$ cat src/rtl/core/dadn_pkg.sv
package dadn_pkg;

  localparam int unsigned YearW   = 14;
  localparam int unsigned MonthW  = 4;
  localparam int unsigned DayW    = 5;
  localparam int unsigned OffsetW = 16;
  // Running day count: day plus offset, signed, with headroom.
  localparam int unsigned DayAccW = 17;
  // Running year: may pass 16383 going forward and reach -1 going back.
  localparam int unsigned YearAccW = 16;

  localparam logic [MonthW-1:0] MonthJan = 4'd1;
  localparam logic [MonthW-1:0] MonthFeb = 4'd2;
  localparam logic [MonthW-1:0] MonthApr = 4'd4;
  localparam logic [MonthW-1:0] MonthJun = 4'd6;
  localparam logic [MonthW-1:0] MonthSep = 4'd9;
  localparam logic [MonthW-1:0] MonthNov = 4'd11;
  localparam logic [MonthW-1:0] MonthDec = 4'd12;

  localparam logic [DayW-1:0] DaysLeapFeb  = 5'd29;
  localparam logic [DayW-1:0] DaysFeb      = 5'd28;
  localparam logic [DayW-1:0] DaysShort    = 5'd30;
  localparam logic [DayW-1:0] DaysLong     = 5'd31;
  localparam logic [DayW-1:0] DayFirst     = 5'd1;

  localparam logic [YearW-1:0] YearMax     = 14'd9999;
  localparam logic [YearW-1:0] YearMin     = 14'd0;
  localparam logic [YearW-1:0] Cycle400    = 14'd400;
  localparam logic [YearW-1:0] Cycle100    = 14'd100;
  localparam logic [8:0]       Rem400Top   = 9'd399;
  localparam logic [6:0]       Rem100Top   = 7'd99;

  typedef struct packed {
    logic [YearW-1:0]          year_in;
    logic [MonthW-1:0]         month_in;
    logic [DayW-1:0]           day_in;
    logic signed [OffsetW-1:0] day_offset;
  } dadn_req_t;

  typedef struct packed {
    logic [YearW-1:0]  year_out;
    logic [MonthW-1:0] month_out;
    logic [DayW-1:0]   day_out;
    logic              range_error;
  } dadn_rsp_t;

  // Year position within the leap cycles, enough to decide the leap rule.
  typedef struct packed {
    logic [1:0] yr_lo;
    logic [6:0] rem100;
    logic [8:0] rem400;
  } dadn_yrpos_t;

  typedef enum logic [2:0] {
    ST_IDLE,
    ST_R400,
    ST_R100,
    ST_FWD,
    ST_BWD,
    ST_FIN
  } dadn_state_e;

endpackage

$ cat src/rtl/core/dadn_month_len.sv
module dadn_month_len import dadn_pkg::*; (
  input  logic [MonthW-1:0] month_i,
  input  dadn_yrpos_t       pos_i,
  output logic [DayW-1:0]   len_o
);

  logic leap;

  // Divisible by 4 and not by 100, or divisible by 400.
  assign leap = ((pos_i.yr_lo == 2'd0) && (pos_i.rem100 != 7'd0)) || (pos_i.rem400 == 9'd0);

  always_comb begin
    case (month_i) inside
      MonthFeb:                               len_o = leap ? DaysLeapFeb : DaysFeb;
      MonthApr, MonthJun, MonthSep, MonthNov: len_o = DaysShort;
      default:                                len_o = DaysLong;
    endcase
  end

endmodule

$ cat src/rtl/core/date_add_days_normalizer_unit.sv
// A request passes through ST_R400, ST_R100, the forward and backward month walks and ST_FIN;
// the backward walk ends early when the borrow runs below year zero.
// The month walk steps one month per cycle, forwards through one month-length unit and
// backwards through another; busy drops in the cycle the result is shown,
// so the next request can be taken in that cycle; no request is taken while busy.
// The result appears on rsp_o for one cycle with valid_o; the receiver cannot stall it.
// Reset (rst_ni low, asynchronous) returns the sequencer to idle and clears valid_o.
module date_add_days_normalizer_unit import dadn_pkg::*; (
  input  logic      clk_i,
  input  logic      rst_ni,
  input  logic      start,
  output logic      busy,
  input  dadn_req_t req_i,
  output logic      valid_o,
  output dadn_rsp_t rsp_o
);

  dadn_state_e state_q, state_d;

  logic signed [DayAccW-1:0]  day_q, day_d;
  logic [MonthW-1:0]          month_q, month_d;
  logic signed [YearAccW-1:0] year_q, year_d;
  logic [YearW-1:0]           rem_q, rem_d;
  logic [8:0]                 rem400_q, rem400_d;
  logic [6:0]                 rem100_q, rem100_d;
  logic                       valid_q, valid_d;
  dadn_rsp_t                  rsp_q, rsp_d;

  logic                       accept;
  dadn_yrpos_t                pos_cur, pos_prev;
  logic [DayW-1:0]            len_cur, len_prev;
  logic signed [DayAccW-1:0]  len_cur_ext, len_prev_ext;
  logic [MonthW-1:0]          month_prev;
  logic                       fwd_go, bwd_go, year_wrap_back;

  assign accept = start && !busy;
  assign busy   = (state_q != ST_IDLE);

  // Position of the current year, and of the year before it for a January borrow.
  assign pos_cur.yr_lo  = year_q[1:0];
  assign pos_cur.rem100 = rem100_q;
  assign pos_cur.rem400 = rem400_q;

  assign year_wrap_back  = (month_q == MonthJan);
  assign month_prev      = year_wrap_back ? MonthDec : month_q - 4'd1;
  assign pos_prev.yr_lo  = year_wrap_back ? year_q[1:0] - 2'd1 : year_q[1:0];
  assign pos_prev.rem100 = !year_wrap_back ? rem100_q :
                           (rem100_q == 7'd0) ? Rem100Top : rem100_q - 7'd1;
  assign pos_prev.rem400 = !year_wrap_back ? rem400_q :
                           (rem400_q == 9'd0) ? Rem400Top : rem400_q - 9'd1;

  dadn_month_len u_len_cur (
    .month_i (month_q),
    .pos_i   (pos_cur),
    .len_o   (len_cur)
  );

  dadn_month_len u_len_prev (
    .month_i (month_prev),
    .pos_i   (pos_prev),
    .len_o   (len_prev)
  );

  assign len_cur_ext  = $signed({{(DayAccW-DayW){1'b0}}, len_cur});
  assign len_prev_ext = $signed({{(DayAccW-DayW){1'b0}}, len_prev});
  assign fwd_go       = (day_q > len_cur_ext);
  assign bwd_go       = (day_q <= $signed({DayAccW{1'b0}}));

  // Next state.
  always_comb begin
    state_d = state_q;
    case (state_q)
      ST_IDLE: if (accept) state_d = ST_R400;
      ST_R400: if (rem_q < Cycle400) state_d = ST_R100;
      ST_R100: if (rem_q < Cycle100) state_d = ST_FWD;
      ST_FWD:  if (!fwd_go) state_d = ST_BWD;
      ST_BWD: begin
        if (!bwd_go) begin
          state_d = ST_FIN;
        end else if (year_wrap_back && (year_q == '0)) begin
          state_d = ST_FIN;
        end
      end
      ST_FIN:  state_d = ST_IDLE;
      default: state_d = ST_IDLE;
    endcase
  end

  // Datapath updates.
  always_comb begin
    day_d    = day_q;
    month_d  = month_q;
    year_d   = year_q;
    rem_d    = rem_q;
    rem400_d = rem400_q;
    rem100_d = rem100_q;
    valid_d  = 1'b0;
    rsp_d    = rsp_q;
    case (state_q)
      ST_IDLE: begin
        if (accept) begin
          day_d = $signed({{(DayAccW-DayW){1'b0}}, req_i.day_in})
                + {{(DayAccW-OffsetW){req_i.day_offset[OffsetW-1]}}, req_i.day_offset};
          if (req_i.month_in < MonthJan) begin
            month_d = MonthJan;
          end else if (req_i.month_in > MonthDec) begin
            month_d = MonthDec;
          end else begin
            month_d = req_i.month_in;
          end
          year_d = $signed({{(YearAccW-YearW){1'b0}}, req_i.year_in});
          rem_d  = req_i.year_in;
        end
      end
      ST_R400: begin
        if (rem_q >= Cycle400) begin
          rem_d = rem_q - Cycle400;
        end else begin
          rem400_d = rem_q[8:0];
        end
      end
      ST_R100: begin
        if (rem_q >= Cycle100) begin
          rem_d = rem_q - Cycle100;
        end else begin
          rem100_d = rem_q[6:0];
        end
      end
      ST_FWD: begin
        if (fwd_go) begin
          day_d = day_q - len_cur_ext;
          if (month_q == MonthDec) begin
            month_d  = MonthJan;
            year_d   = year_q + 16'sd1;
            rem100_d = (rem100_q == Rem100Top) ? 7'd0 : rem100_q + 7'd1;
            rem400_d = (rem400_q == Rem400Top) ? 9'd0 : rem400_q + 9'd1;
          end else begin
            month_d = month_q + 4'd1;
          end
        end
      end
      ST_BWD: begin
        if (bwd_go) begin
          month_d = month_prev;
          if (year_wrap_back) begin
            year_d   = year_q - 16'sd1;
            rem100_d = pos_prev.rem100;
            rem400_d = pos_prev.rem400;
          end
          // Going below year zero stops the walk without adding a month length.
          if (!(year_wrap_back && (year_q == '0))) begin
            day_d = day_q + len_prev_ext;
          end
        end
      end
      ST_FIN: begin
        valid_d = 1'b1;
        if (year_q < 0) begin
          rsp_d.year_out    = YearMin;
          rsp_d.month_out   = MonthJan;
          rsp_d.day_out     = DayFirst;
          rsp_d.range_error = 1'b1;
        end else if (year_q > $signed({{(YearAccW-YearW){1'b0}}, YearMax})) begin
          rsp_d.year_out    = YearMax;
          rsp_d.month_out   = MonthDec;
          rsp_d.day_out     = DaysLong;
          rsp_d.range_error = 1'b1;
        end else begin
          rsp_d.year_out    = year_q[YearW-1:0];
          rsp_d.month_out   = month_q;
          rsp_d.day_out     = day_q[DayW-1:0];
          rsp_d.range_error = 1'b0;
        end
      end
      default: begin
      end
    endcase
  end

  always_ff @(posedge clk_i or negedge rst_ni) begin
    if (!rst_ni) begin
      state_q <= ST_IDLE;
      valid_q <= 1'b0;
    end else begin
      state_q <= state_d;
      valid_q <= valid_d;
    end
  end

  always_ff @(posedge clk_i) begin
    day_q    <= day_d;
    month_q  <= month_d;
    year_q   <= year_d;
    rem_q    <= rem_d;
    rem400_q <= rem400_d;
    rem100_q <= rem100_d;
    rsp_q    <= rsp_d;
  end

  assign valid_o = valid_q;
  assign rsp_o   = rsp_q;

endmodule

$ cat config.mk
export PLATFORM = sky130hd
export DESIGN_NAME = date_add_days_normalizer_unit
export DESIGN_NICKNAME = d
export VERILOG_FILES = /design/src/rtl/core/dadn_pkg.sv /design/src/rtl/core/dadn_month_len.sv /design/src/rtl/core/date_add_days_normalizer_unit.sv
export SDC_FILE = /design/constraint.sdc
export NUM_CORES = 1
export LEC_CHECK = 0
export ABC_AREA = 1
export ABC_CLOCK_PERIOD_IN_PS = 4500
export BUFFER_PORTS_ARGS = -buffer_cell sky130_fd_sc_hd__buf_2
export CAP_MARGIN = 40
export CORE_MARGIN = 10
export CORE_UTILIZATION = 50
export DETAILED_ROUTE_END_ITERATION = 6
export GPL_TIMING_DRIVEN = 0
export PLACE_DENSITY = 0.69
export SETUP_SLACK_MARGIN = 0.15
export SKIP_CTS_REPAIR_TIMING = 1
export SLEW_MARGIN = 15
export SYNTH_ARGS = -nofsm -noshare
export SYNTH_HDL_FRONTEND = slang
export SYNTH_SLANG_ARGS = --single-unit
$ cat constraint.sdc
create_clock -name clk_i -period 4.5 [get_ports clk_i]
set_input_delay 0.675 -clock clk_i [delete_from_list [all_inputs] [get_ports clk_i]]
set_output_delay 0.675 -clock clk_i [all_outputs]
set_load 0.01 [all_outputs]
Yosys cells after proc, flatten, opt, wreduce, memory -nomap -nowiden --
Cells that the tools add are included.
Word-level totals: bits in registers 95, bits of input ports 42, output and inout bits 26, word-level logic and storage cells 160
Operators by class: add/sub/neg operators 14, magnitude comparators 10, equal/unequal tests 33, mux-type cells 57, reduce and logical (&&, ||, !) cells 31
Operators by type and width (number):
- 16-bit 2-to-1 mux | 5
- 9-bit 2-to-1 mux | 8
- 17-bit 2-to-1 mux | 4
- 7-bit 2-to-1 mux | 8
- 17-bit case mux with 3 select lines | 1
- 16-bit case mux with 3 select lines | 1
- 14-bit 2-to-1 mux | 3
- 14-bit case mux with 3 select lines | 1
- 4-bit 2-to-1 mux | 7
- 9-bit case mux with 3 select lines | 1
- 2-bit inequality test, second input constant | 13
- 24-bit 2-to-1 mux | 1
- 7-bit case mux with 3 select lines | 1
- 4-bit equality test, second input constant | 5
- 9-bit zero test | 2
- 3-bit 2-to-1 mux | 6
- 6-bit AND reduction | 3
- 17-bit by 6-bit adder with 17-bit output | 1
- 6-bit by 16-bit adder with 17-bit output | 1
- 17-bit by 6-bit > comparator with 1-bit output | 1
- 17-bit by 1-bit less-or-equal comparator with 1-bit output, second input constant | 1
- 17-bit by 6-bit subtractor with 17-bit output | 1
- 16-bit by 2-bit adder with 16-bit output, second input constant | 1
- 4-bit by 3-bit equality test with 1-bit output, second input constant | 4
- other kinds (44) | 65

Longest topological paths before layout --
depth after elaboration 12, depth in mapped cells 27, gate-level depth less buffers 27

Hierarchy --
A second synthesis with hierarchy kept.
Unflattened totals: cells, all modules 1152, area, all modules 8242.9 µm²
By module, submodules not included:
- date_add_days_normalizer_unit | times used 1, cells each 1090, area an instance 7927.6 µm², sequential area each 2832.7 µm²
- dadn_month_len | times used 2, cells each 31, area an instance 157.7 µm², sequential area each 0.0 µm²

Worst setup path after synthesis --
Ideal clock, no wire load.
kind register to register, start point register month_q[1], end point register day_q[0], enable pin, setup time 0.390 ns, arrival time 2.989 ns, required time 4.110 ns, setup slack 1.120 ns, cell stages (with the launch flop) 16, buffers on the path 0, cells stage by stage edfxtp_1 inv_1 ha_1 o21ai_0 a21oi_1 a31o_2 inv_1 ha_1 o21a_1 nor2_2 nand2_1 nand3_1 nand3_1 nand2_1 nand4_1 nor2_1
On the way: cells in the longest elaborated chain, start to end 7, elaborated cells between the ends (all ways) 14, those cells by class order compare (1); eq/ne (8); mux (2); reduce/logical (3)
RTL lines:
- start, declared | line date_add_days_normalizer_unit.sv:21 | logic [MonthW-1:0] month_q, month_d;
- start signal, assigned | line date_add_days_normalizer_unit.sv:192 | month_q <= month_d;
- 4-bit equality test (no line) / 4-bit by 3-bit equality test with 1-bit output (equally long branches)
- 4-bit OR reduction | line dadn_month_len.sv:13 | case (month_i) inside
- 1-bit 2-to-1 mux | line dadn_month_len.sv:13
- 5-bit 2-to-1 mux | line dadn_month_len.sv:13
- 17-bit by 6-bit > comparator with 1-bit output | line date_add_days_normalizer_unit.sv:66 | assign fwd_go = (day_q > len_cur_ext);
- 2-bit inequality test (no line)
- 5-bit AND reduction (no line) *
- end signal, assigned | line date_add_days_normalizer_unit.sv:191 | day_q <= day_d;
- end, declared | line date_add_days_normalizer_unit.sv:20 | logic signed [DayAccW-1:0] day_q, day_d;
Mark *: on every way between the ends. The rest lies on a longest branch, timed or not. A chain may end at the register's enable or synchronous reset.

Worst setup path after layout --
start point register month_q[1], end point register day_q[8], enable pin
The elaborated chain is that of the path after synthesis.

==> results.cfg <==
[status]
status = finished clean

[layout]
fin_nets = 1227
nFillCells = 1462
area_growth_pct = 12.3
antenna_cells = 0
drive_gt1_frac = 0.130

[cts]
clk_pin_slew_worst_paths_ps = 70
tritoncts = done
clkSinkCount = 95
clock_path_buffers = 2
cts_root_buffer = clkbuf_16
h-tree-depth = 3
insertion_delay_ps = 350
numCtsBuffers = 9

[yosys]
ys_ff_latch = 95
yosys.area.top_type_share = 0.350
synth_cell_types = 51
syn_nets = 1144
synthFlopType = edfxtp_1
async_flop_share = 0.0421
synth_edf_count = 91
ys_warn_count = 0
netlist_instances = 1055
syn_avg_cell_area_um2 = 7.40
synth_top_area_cell = edfxtp_1
ys_seq_area_frac = 0.363
netlist_area_um2 = 7810
synth_area_leaders = edfxtp_1, nand2_1, nand3_1, ha_1, inv_1

[critical_path]
slowest_delay_ps = 500
slowest_stage = edfxtp_1
worstPathCellList = inv_1, ha_2, o21ai_0, a21oi_1, a31o_2, inv_1, ha_1, o21a_1, nor2_2, nand2_1, nand3_1, nand3_1, nand2_1, nand4_1, nor2_2, buf_6
r2r_cells = 16
crit_fanout = 9
rr_startpoint = month_q[1]
crit_type = register to register
r2r_setup_slack_ps = 570
critical_path.reg2reg.endpoint = day_q[8]
crit_path_end_kind = register
arrival_ps = 3990
crit_required_ps = 4560
cp-start-kind = register

[pwr]
p_comb_frac = 0.549
p_int_mw = 3.11
clockPowerShare = 0.128
peakVddDrop_uv = 318
power.density_nw_per_um2 = 710
p_seq_frac = 0.323
swShare = 0.499
power.leakage_nw = 3.94
p_sw_mw = 3.11

[place]
dp_hpwl_mm = 17.3
io_buffers = 67
place_ws_ps = 460
gp_congestion = 0.955

[route]
postRouteAntennaNets = 0
viasPerCell = 5.53
remaining_drc_errors = 0
wl_mm = 22.4
drt_iter0_drc = 781
dr.pass1.iters = 6
vias = 7481
wire_per_inst_um = 16.6

[grt]
grt_pass1_wl_mm = 35.8
grt-ovfl-total = 0
antenna_found_initial = 0
gr-usage-all-layers = 0.206
grt_max_degree = 26
grt_pass1_vias = 6828

[die]
initial_utilization = 0.512
die_h_um = 145
die_area_um2 = 21000
die_w_um = 145
fp-row-count = 45
io_pins = 68
core_area_um2 = 15300

[sta]
worst_pin_slew_ps = 766
maxSlewHeadroom = 0.488
skew_ps = 9.59
fmax_mhz = 254
timing.final.crit_share = 0.873
setup_viol = 0
post-route-min-period_ps = 3930
report.final.slew_viol_count = 0
grt_setup_unrepaired = false
fin_tns_setup_ps = 0
hold_viol = 0
worst_slack_ps = 570

[min_path]
hold_class = input port to async pin

[job]
maxCapViolCount = 0
-- cell type report --
class                      instances  area (um2)  area share
clock inverter                     5        66.3     0.00756
tap                              211         264      0.0301
sequential                        95        2830       0.323
timing repair buffer              72         378      0.0431
multi-input combinational        800        4360       0.497
buffer                            21         113      0.0128
inverter                         139         524      0.0598
clock buffer                      10         229      0.0261
-- per-stage QoR --
step,instance area (um2),hold slack (ps),cells,util,power (mW)
final,8770,120,1353,0.575,6.22
after global routing,8770,106,1353,0.575,6.74
after CTS,8750,110,1352,0.574,6.15
after detailed placement,8460,492,1337,0.554,5.33
after global placement,8410,492,1333,0.551,5.25
after floorplan,7810,379,1055,-,4.32
-- cells by family after synthesis --
kind of cell             Yosys count  synth area share
buffers and inverters            160            0.0815
AND/OR/NAND/NOR                  553             0.315
flip-flops                        95             0.363
AO/OA/AOI/OAI                    177             0.136
adder cells (fa/ha/maj)           47            0.0791
XOR/XNOR                          23            0.0258
-- power groups by stage --
stage / Sequential, mW / Clock, mW / Combinational (mW)
floorplan: 1.90 / 0 / 2.43
global placement: 2.02 / 0 / 3.23
detailed placement: 2.01 / 0 / 3.33
CTS: 1.99 / 0.809 / 3.35
global route: 2.05 / 0.848 / 3.84
finish: 2.01 / 0.797 / 3.42
-- synth_stat cells (9+ instances only) --
| cell type | number |
|---|---|
| edfxtp_1 | 91 |
| nor3_1 | 12 |
| nand2_1 | 262 |
| o211ai_1 | 15 |
| nand4_1 | 17 |
| a21oi_1 | 64 |
| inv_1 | 128 |
| nand3_1 | 112 |
| nor2_1 | 110 |
| ha_1 | 43 |
| xor2_1 | 18 |
| o21ai_0 | 52 |
| inv_2 | 9 |
| buf_2 | 9 |
| o221ai_1 | 14 |
-- cells in the final DEF, fill, tap and decap left out, types with 9 or more instances in the layout --
cell type / n
o221ai_1: 14
o211ai_1: 15
nor2_2: 10
nor2_1: 107
nor3_1: 11
inv_1: 128
clkbuf_16: 9
a21oi_1: 64
nand3_1: 112
nor2_4: 9
inv_2: 9
buf_2: 77
o21ai_0: 52
nand2_1: 262
edfxtp_1: 91
clkbuf_1: 9
xor2_1: 18
ha_1: 42
nand4_1: 17
-- layer usage --
layer | up-vias | wire length (um) | track usage
li1 | 3766 | - | -
met1 | 3380 | 10600 | 0.292
met3 | 27 | 1810 | 0.0425
met2 | 308 | 9640 | 0.309
met5 | - | 0 | 0
met4 | 0 | 379 | 0.0587
-- worst max-delay path by stage --
stage	start	end	cells after the start
floorplan	month_q[1]	day_q[0]	15
global placement	month_q[1]	day_q[11]	15
detailed placement	month_q[1]	year_q[10]	15
CTS	month_q[1]	year_q[4]	15
global route	month_q[1]	day_q[10]	24
finish	month_q[1]	day_q[8]	16
-- worst max-delay path: cells and delay by family (launching register included) --
kind / cells / cell delay, ps
simple gates: 7 / 1360
compound gates: 4 / 770
fa+ha+maj: 2 / 530
flops: 1 / 500
buf+inv: 3 / 480
-- flip-flops by register name, summed over array words and instances, names as in the netlist --
signal and cells:
rem400_q 9, rem_q 14, month_q 4, rsp_o 24
state_q 3, day_q 17, valid_o 1, rem100_q 7
year_q 16
No activity file was read; power rests on OpenSTA's default activity.
